## src/hw/rtl/lpst_pkg.sv

```systemverilog
`default_nettype none

package lpst_pkg;

  localparam int SLOTS  = 16;
  localparam int SLOT_W = $clog2(SLOTS);
  localparam int IDX_W  = 5;
  localparam int KEY_W  = 31;
  localparam int STAT_W = 4;
  localparam logic [IDX_W-1:0] SLOT_COUNT_RESET = IDX_W'(SLOTS);

  typedef enum logic [1:0] {
    OP_INSERT = 2'd0,
    OP_REMOVE = 2'd1,
    OP_MOVE   = 2'd2,
    OP_LIST   = 2'd3
  } op_t;

  typedef enum logic [STAT_W-1:0] {
    ST_PLACED       = 4'd0,
    ST_PLACED_PROBE = 4'd1,
    ST_FULL         = 4'd2,
    ST_IGNORED      = 4'd3,
    ST_REMOVED      = 4'd4,
    ST_NOT_FOUND    = 4'd5,
    ST_MOVED        = 4'd6,
    ST_MOVED_PROBE  = 4'd7,
    ST_LIST_ENTRY   = 4'd8,
    ST_LIST_EMPTY   = 4'd9
  } status_t;

  // index of the lowest set bit, zero when none is set
  function automatic logic [SLOT_W-1:0] lowest_set(input logic [SLOTS-1:0] vec);
    logic [SLOT_W-1:0] idx;
    idx = '0;
    for (int i = SLOTS - 1; i >= 0; i--) begin
      if (vec[i]) idx = SLOT_W'(i);
    end
    return idx;
  endfunction

  // bits at and above pos
  function automatic logic [SLOTS-1:0] from_mask(input logic [IDX_W-1:0] pos);
    logic [SLOTS-1:0] below;
    below = (SLOTS'(1) << pos) - SLOTS'(1);
    return ~below;
  endfunction

endpackage

`default_nettype wire

```

## src/hw/rtl/linear_probe_slot_table.sv

```systemverilog
// Slot table with linear probing, sixteen slots of 31-bit keys.
// Request channel in_*: operation (insert, remove, move, list), key, slot and
// move target; one beat per request. Result channel out_*: status, slot, key
// and last; every request gives one result beat, a list request gives one beat
// per occupied active slot in ascending order (or one list-empty beat), the
// final beat of a request carrying last.
// Configuration channel cfg_*: active slot count, always ready; write it only
// while no request is in flight.
// Steps: a request is taken in the idle state, which starts its key memory
// read; the read data returns in the execute state, where the result is formed
// and registered, so insert, remove and move each pass idle and execute.
// A list request goes from idle to a read state and a result state per occupied
// slot, the read state being the key memory read. Free slots are found
// combinationally by a wrapping priority search over the occupancy bits.
// A finished result waits in the output register while the next request is
// taken; a stalled receiver holds the block in its result cycle until the
// register frees.
// Reset empties the table (occupancy bits cleared, keys left as they are) and
// sets the slot count to sixteen.
`default_nettype none

module linear_probe_slot_table
  import lpst_pkg::*;
(
  input  wire                  clk,
  input  wire                  rst_n,
  input  wire                  in_valid,
  output logic                 in_ready,
  input  wire  [1:0]           in_operation,
  input  wire  [KEY_W-1:0]     in_item_key,
  input  wire  [IDX_W-1:0]     in_slot_index,
  input  wire  [IDX_W-1:0]     in_target_slot,
  output logic                 out_valid,
  input  wire                  out_ready,
  output logic [STAT_W-1:0]    out_status,
  output logic [SLOT_W-1:0]    out_result_slot,
  output logic [KEY_W-1:0]     out_result_key,
  output logic                 out_last,
  input  wire                  cfg_valid,
  output logic                 cfg_ready,
  input  wire  [IDX_W-1:0]     cfg_slot_count
);

  typedef enum logic [3:0] {
    S_IDLE    = 4'b0001,
    S_EXEC    = 4'b0010,
    S_LIST_RD = 4'b0100,
    S_LIST_WR = 4'b1000
  } state_t;

  state_t             state_r, state_nxt;
  op_t                op_r;
  logic [KEY_W-1:0]   key_r;
  logic [IDX_W-1:0]   slot_r;
  logic [IDX_W-1:0]   target_r;
  logic [IDX_W-1:0]   scan_r, scan_nxt;
  logic [SLOT_W-1:0]  pick_r, pick_nxt;
  logic               lastent_r, lastent_nxt;
  logic [IDX_W-1:0]   slot_count_r;
  logic [SLOTS-1:0]   occupied_r, occupied_nxt;

  logic [KEY_W-1:0]   key_mem [SLOTS];
  logic [KEY_W-1:0]   rdata_r;
  logic               mem_re, mem_we;
  logic [SLOT_W-1:0]  mem_ra, mem_wa;

  logic               out_valid_r, out_valid_nxt;
  status_t            out_status_r, out_status_nxt;
  logic [SLOT_W-1:0]  out_slot_r, out_slot_nxt;
  logic [KEY_W-1:0]   out_key_r, out_key_nxt;
  logic               out_last_r, out_last_nxt;
  logic               out_load, out_free;

  logic [IDX_W-1:0]   active_n;
  logic [SLOTS-1:0]   active_mask;
  logic               in_range, tgt_ok, hit, none_free;
  logic [SLOT_W-1:0]  start, pos;
  logic [SLOTS-1:0]   free_v, upper;
  logic [SLOTS-1:0]   list_mask, list_rest;

  assign active_n = (slot_count_r > IDX_W'(SLOTS)) ? IDX_W'(SLOTS) : slot_count_r;

  always_comb begin
    for (int i = 0; i < SLOTS; i++) begin
      active_mask[i] = IDX_W'(i) < active_n;
    end
  end

  assign in_ready  = (state_r == S_IDLE);
  assign cfg_ready = 1'b1;
  assign out_free  = !out_valid_r || out_ready;

  // request decode against registered read data
  assign in_range = slot_r < active_n;
  assign tgt_ok   = target_r < active_n;
  assign hit      = occupied_r[slot_r[SLOT_W-1:0]] && (rdata_r == key_r);
  assign start    = (op_r == OP_MOVE) ? target_r[SLOT_W-1:0] : slot_r[SLOT_W-1:0];

  always_comb begin
    free_v = ~occupied_r & active_mask;
    if (op_r == OP_MOVE) free_v[slot_r[SLOT_W-1:0]] = 1'b1;
  end

  assign upper     = free_v & from_mask({1'b0, start});
  assign none_free = (free_v == '0);
  assign pos       = (upper != '0) ? lowest_set(upper) : lowest_set(free_v);

  // list scan
  assign list_mask = occupied_r & active_mask & from_mask(scan_r);
  assign list_rest = list_mask & (list_mask - SLOTS'(1));

  always_comb begin
    state_nxt      = state_r;
    scan_nxt       = scan_r;
    pick_nxt       = pick_r;
    lastent_nxt    = lastent_r;
    occupied_nxt   = occupied_r;
    mem_re         = 1'b0;
    mem_ra         = in_slot_index[SLOT_W-1:0];
    mem_we         = 1'b0;
    mem_wa         = pos;
    out_load       = 1'b0;
    out_status_nxt = ST_IGNORED;
    out_slot_nxt   = '0;
    out_key_nxt    = '0;
    out_last_nxt   = 1'b1;

    case (state_r)
      S_IDLE: begin
        if (in_valid) begin
          mem_re   = 1'b1;
          scan_nxt = '0;
          state_nxt = (op_t'(in_operation) == OP_LIST) ? S_LIST_RD : S_EXEC;
        end
      end

      S_EXEC: begin
        if (out_free) begin
          out_load  = 1'b1;
          state_nxt = S_IDLE;
          if (!in_range) begin
            out_status_nxt = ST_IGNORED;
          end else begin
            case (op_r)
              OP_INSERT: begin
                if (none_free) begin
                  out_status_nxt = ST_FULL;
                end else begin
                  mem_we            = 1'b1;
                  occupied_nxt[pos] = 1'b1;
                  out_slot_nxt      = pos;
                  out_status_nxt    = (pos == start) ? ST_PLACED : ST_PLACED_PROBE;
                end
              end
              OP_REMOVE: begin
                if (!hit) begin
                  out_status_nxt = ST_NOT_FOUND;
                end else begin
                  occupied_nxt[slot_r[SLOT_W-1:0]] = 1'b0;
                  out_slot_nxt   = slot_r[SLOT_W-1:0];
                  out_status_nxt = ST_REMOVED;
                end
              end
              OP_MOVE: begin
                if (!hit || !tgt_ok) begin
                  out_status_nxt = ST_NOT_FOUND;
                end else begin
                  mem_we = 1'b1;
                  occupied_nxt[slot_r[SLOT_W-1:0]] = 1'b0;
                  occupied_nxt[pos] = 1'b1;
                  out_slot_nxt      = pos;
                  out_status_nxt    = (pos == start) ? ST_MOVED : ST_MOVED_PROBE;
                end
              end
              default: begin
                out_status_nxt = ST_IGNORED;
              end
            endcase
          end
        end
      end

      S_LIST_RD: begin
        if (list_mask != '0) begin
          mem_re      = 1'b1;
          mem_ra      = lowest_set(list_mask);
          pick_nxt    = lowest_set(list_mask);
          lastent_nxt = (list_rest == '0);
          state_nxt   = S_LIST_WR;
        end else if (out_free) begin
          out_load       = 1'b1;
          out_status_nxt = ST_LIST_EMPTY;
          state_nxt      = S_IDLE;
        end
      end

      S_LIST_WR: begin
        if (out_free) begin
          out_load       = 1'b1;
          out_status_nxt = ST_LIST_ENTRY;
          out_slot_nxt   = pick_r;
          out_key_nxt    = rdata_r;
          out_last_nxt   = lastent_r;
          scan_nxt       = IDX_W'(pick_r) + IDX_W'(1);
          state_nxt      = lastent_r ? S_IDLE : S_LIST_RD;
        end
      end

      default: begin
        state_nxt = S_IDLE;
      end
    endcase
  end

  assign out_valid_nxt = out_load || (out_valid_r && !out_ready);

  always_ff @(posedge clk) begin
    if (!rst_n) begin
      state_r      <= S_IDLE;
      occupied_r   <= '0;
      slot_count_r <= SLOT_COUNT_RESET;
      out_valid_r  <= 1'b0;
    end else begin
      state_r     <= state_nxt;
      occupied_r  <= occupied_nxt;
      out_valid_r <= out_valid_nxt;
      if (cfg_valid) slot_count_r <= cfg_slot_count;
    end
  end

  always_ff @(posedge clk) begin
    scan_r    <= scan_nxt;
    pick_r    <= pick_nxt;
    lastent_r <= lastent_nxt;
    if (in_valid && in_ready) begin
      op_r     <= op_t'(in_operation);
      key_r    <= in_item_key;
      slot_r   <= in_slot_index;
      target_r <= in_target_slot;
    end
    if (out_load) begin
      out_status_r <= out_status_nxt;
      out_slot_r   <= out_slot_nxt;
      out_key_r    <= out_key_nxt;
      out_last_r   <= out_last_nxt;
    end
  end

  // key memory, one write and one registered read port
  always_ff @(posedge clk) begin
    if (mem_we) key_mem[mem_wa] <= key_r;
    if (mem_re) rdata_r <= key_mem[mem_ra];
  end

  assign out_valid       = out_valid_r;
  assign out_status      = out_status_r;
  assign out_result_slot = out_slot_r;
  assign out_result_key  = out_key_r;
  assign out_last        = out_last_r;

endmodule

`default_nettype wire

```

## config.mk

```make
export PLATFORM = sky130hd
export DESIGN_NAME = linear_probe_slot_table
export DESIGN_NICKNAME = d
export VERILOG_FILES = /design/src/hw/rtl/lpst_pkg.sv /design/src/hw/rtl/linear_probe_slot_table.sv
export SDC_FILE = /design/constraint.sdc
export NUM_CORES = 1
export LEC_CHECK = 0
export ABC_CLOCK_PERIOD_IN_PS = 7790
export CORE_MARGIN = 8
export CORE_UTILIZATION = 60
export CTS_CLUSTER_SIZE = 28
export DETAILED_ROUTE_END_ITERATION = 7
export DONT_BUFFER_PORTS = 1
export GPL_ROUTABILITY_DRIVEN = 0
export PLACE_DENSITY = 0.76
export SYNTH_ARGS = -nofsm -noshare
export SYNTH_HDL_FRONTEND = slang
export SYNTH_SLANG_ARGS = --single-unit
```

## constraint.sdc

```tcl
create_clock -name clk -period 7.79 [get_ports clk]
set_input_delay 1.558 -clock clk [delete_from_list [all_inputs] [get_ports clk]]
set_output_delay 1.558 -clock clk [all_outputs]
set_load 0.01 [all_outputs]
```

==> flow_summary.ini <==
[run_status]
outcome = finished, final reports clean

[routing]
first_pass_iters = 6
wl_met2_um = 32500
wl_met3_um = 6040
drtIter0Drc = 2357
drc = 0
avgRoutedWirePerCell_um = 27.5
vias = 16800
drt-met1-wl_um = 27900
topRoutingLayerUsed = met4
wl_um = 68400
ant_nets = 0
vias_per_cell = 6.78

[floorplanning]
die_w_um = 231
num_rows = 79
core_mm2 = 0.0462
die-area_mm2 = 0.0535
initial_utilization_pct = 60.2
die_h_um = 231
ios = 96

[global_route]
grt_max_degree = 132
grtUsageTotal_pct = 25.4
antenna_found_initial = 0
grt_pass1_wl_um = 103000
grt_pass1_vias = 16300
grt_overflow_total = 0

[synth]
synth_top_area_cell = edfxtp_1
yosys_warnings = 0
synthArstFlopShare_pct = 0
ys.flop_type = edfxtp_1
ys_ff_latch = 646
syn_nets = 1906
synth_edf_count = 620
yosysSeqAreaShare_pct = 68.8
syn_avg_cell_area_um2 = 15.1
mappedNetlistArea_mm2 = 0.0278
synthCells = 1838
synth_top_area_share_pct = 67.0
synth_cell_types = 97
synth_area_leaders = edfxtp_1 (67%), mux2i_1 (9.3%), o22ai_1 (3.0%)

[finish]
regArea_mm2 = 0.0191
diodes = 0
drive_gt1_share_pct = 9.80
postLayoutCoreUtil_pct = 65.9
multi_input_area_mm2 = 0.00815
layout_commonest_cell = edfxtp_1
finalNetCount = 1895
area_delta_synth_final_pct = 9.51
most-common-layout-cells = edfxtp_1 (620), mux2i_1 (258), o22ai_1 (132)
final.fill_count = 3096

[clock_network]
root_buffer = clkbuf_16
clk_latency_ns = 0.61
cts-resized-gates = 0
cts_buffers = 67
holdBufCountCts = 0
post-cts-setup-buffer-count = 0
cts_tree = built
htreeDepth = 3
clkTransAtPathRegs_ns = 0.07
clk_path_buf_depth = 3
cts.sinks = 646

[setup_path]
worstPathRequired_ns = 7.99
crit_start = op_r[0]$_DFFE_PP_
r2r_start = op_r[0]$_DFFE_PP_
worstPathMaxFanout = 31
critical-path-max-stage-delay_ns = 1.11
crit_chain = inv_1, ha_1, buf_4, inv_1, nor3_1, o22ai_1, ha_1, inv_1, nand3_1, o22a_1, a21oi_1, or4b_1, nor4_2, a22o_1, nand2b_1, nor2_4
crit_type = reg2reg
arrival_ns = 6.45
worstSetupStartpointType = flip-flop
cp_slowest_cell = nor2_4
crit_top_cell = inv_1
endpoint_kind = flip-flop

[timing]
drv_slew = 0
slew-limit-headroom_pct = 10.8
setup_viol = 0
tightest_slew_ns = 1.33
holdWs_ns = 0.553
layout_setup_ws_ns = 1.55
skew_ns = 0.0253
tns_ns = 0
hold_viol = 0
clock.fmax_mhz = 160
period_needed_ns = 6.24
rsz0062_at_grt = false
min_period_over_period_pct = 80.1

[power]
power_mw = 8.76
p_leak_nw = 10.3
vdd_drop_max_mv = 0.220
p_per_area_mw_per_mm2 = 288

[placed_design]
pre_cts_ws_ns = 1.68
io_buffers = 0
dp.final_hpwl_um = 41800

[min_path]
hp-class = reg2reg
hp-start = occupied_r[12]$_SDFFE_PN0P_

[run]
max_cap_viol_count = 0
==> cells in the mapped netlist (6+ instances only) <==
| cell type | n |
|---|---|
| and3b_1 | 6 |
| dfxtp_1 | 26 |
| o31ai_1 | 11 |
| a31oi_1 | 9 |
| inv_1 | 14 |
| o21ai_1 | 10 |
| o22ai_1 | 132 |
| a211oi_1 | 12 |
| nor4b_1 | 7 |
| nand3_1 | 27 |
| nand2_1 | 54 |
| nand4_1 | 10 |
| or4_1 | 35 |
| ha_1 | 15 |
| buf_6 | 15 |
| buf_4 | 19 |
| nor3_1 | 14 |
| or2_2 | 14 |
| clkbuf_1 | 36 |
| a21o_1 | 11 |
| and3_1 | 7 |
| a22oi_1 | 6 |
| mux2i_1 | 258 |
| xnor2_1 | 34 |
| o21ai_0 | 49 |
| buf_2 | 30 |
| nor4_1 | 9 |
| and2_1 | 43 |
| nand2b_1 | 14 |
| nor2b_1 | 11 |
| edfxtp_1 | 620 |
| nor2_1 | 80 |
| nand3b_1 | 8 |
| a211o_1 | 10 |
| o211ai_1 | 12 |
| a21oi_1 | 36 |
| or3_1 | 10 |
==> metrics by stage <==
stage	instance area [µm²]	instances
6_report	30400	2485
5_1_grt	30400	2485
4_1_cts	30400	2485
2_1_floorplan	27800	1838
3_5_place_dp	28300	2365
3_3_place_gp	28300	2365
==> routing by layer <==
layer / global-route usage (%) / up-vias
li1: - / 7311
met1: 34.8 / 8451
met2: 40.4 / 911
met3: 5.65 / 163
met4: 7.72 / 0
met5: 0 / -
==> path summary, 6_finish.rpt <==
kind	endpoint	slack (ns)	depth (start not counted)
worst max register to register	key_mem[1][1]$_DFFE_PP_	1.55	16
worst max-delay path	key_mem[1][1]$_DFFE_PP_	1.55	16
worst min register to register	occupied_r[12]$_SDFFE_PN0P_	0.55	2
worst min-delay path	occupied_r[12]$_SDFFE_PN0P_	0.55	2
==> registers in the layout, summed over array words and instances (netlist names), 2 cells and up <==
name and count:
key_mem 496, key_r 31, out_result_key 31, rdata_r 31, occupied_r 16, scan_r 5
slot_count_r 5, slot_r 5, target_r 5, out_result_slot 4, out_status 4, pick_r 4
state_r 4, op_r 2
==> final cells by class <==
cell class,instances,share of cell area (%)
timing repair buffer,23,0.649
clock buffer,87,5.96
inverter,15,0.185
multi-input combinational,1074,26.8
sequential,646,62.9
tap,607,2.49
clock inverter,33,1.08
==> logic make-up (layout without fill, tap and decap cells) <==
group	Yosys count	after routing	share of synthesized area, %
DFF	646	646	68.8
and+or+nand+nor	383	383	7.99
AOI/OAI and AO/OA	370	370	8.98
muxes	266	266	9.87
buffers and inverters	118	158	2.39
xor gates and xnor gates	38	38	1.20
adders and majority gates	16	16	0.711
other	1	1	0.0135
==> worst max-delay path, delay by kind of cell (launching register included) <==
family                   cells  cell delay (ns)
AND/OR/NAND/NOR              6             2.88
flip-flops                   1             0.41
AO/OA/AOI/OAI                4             0.93
adder cells (fa/ha/maj)      2             0.83
buffers and inverters        4             0.76
==> power breakdown <==
part	switching (mW)	total, mW	internal (mW)
clock network	1.32	3.14	1.82
registers	0.316	4.48	4.16
logic	0.798	1.14	0.347
total	2.43	8.76	6.33
Power figures use the tool's default switching activity.
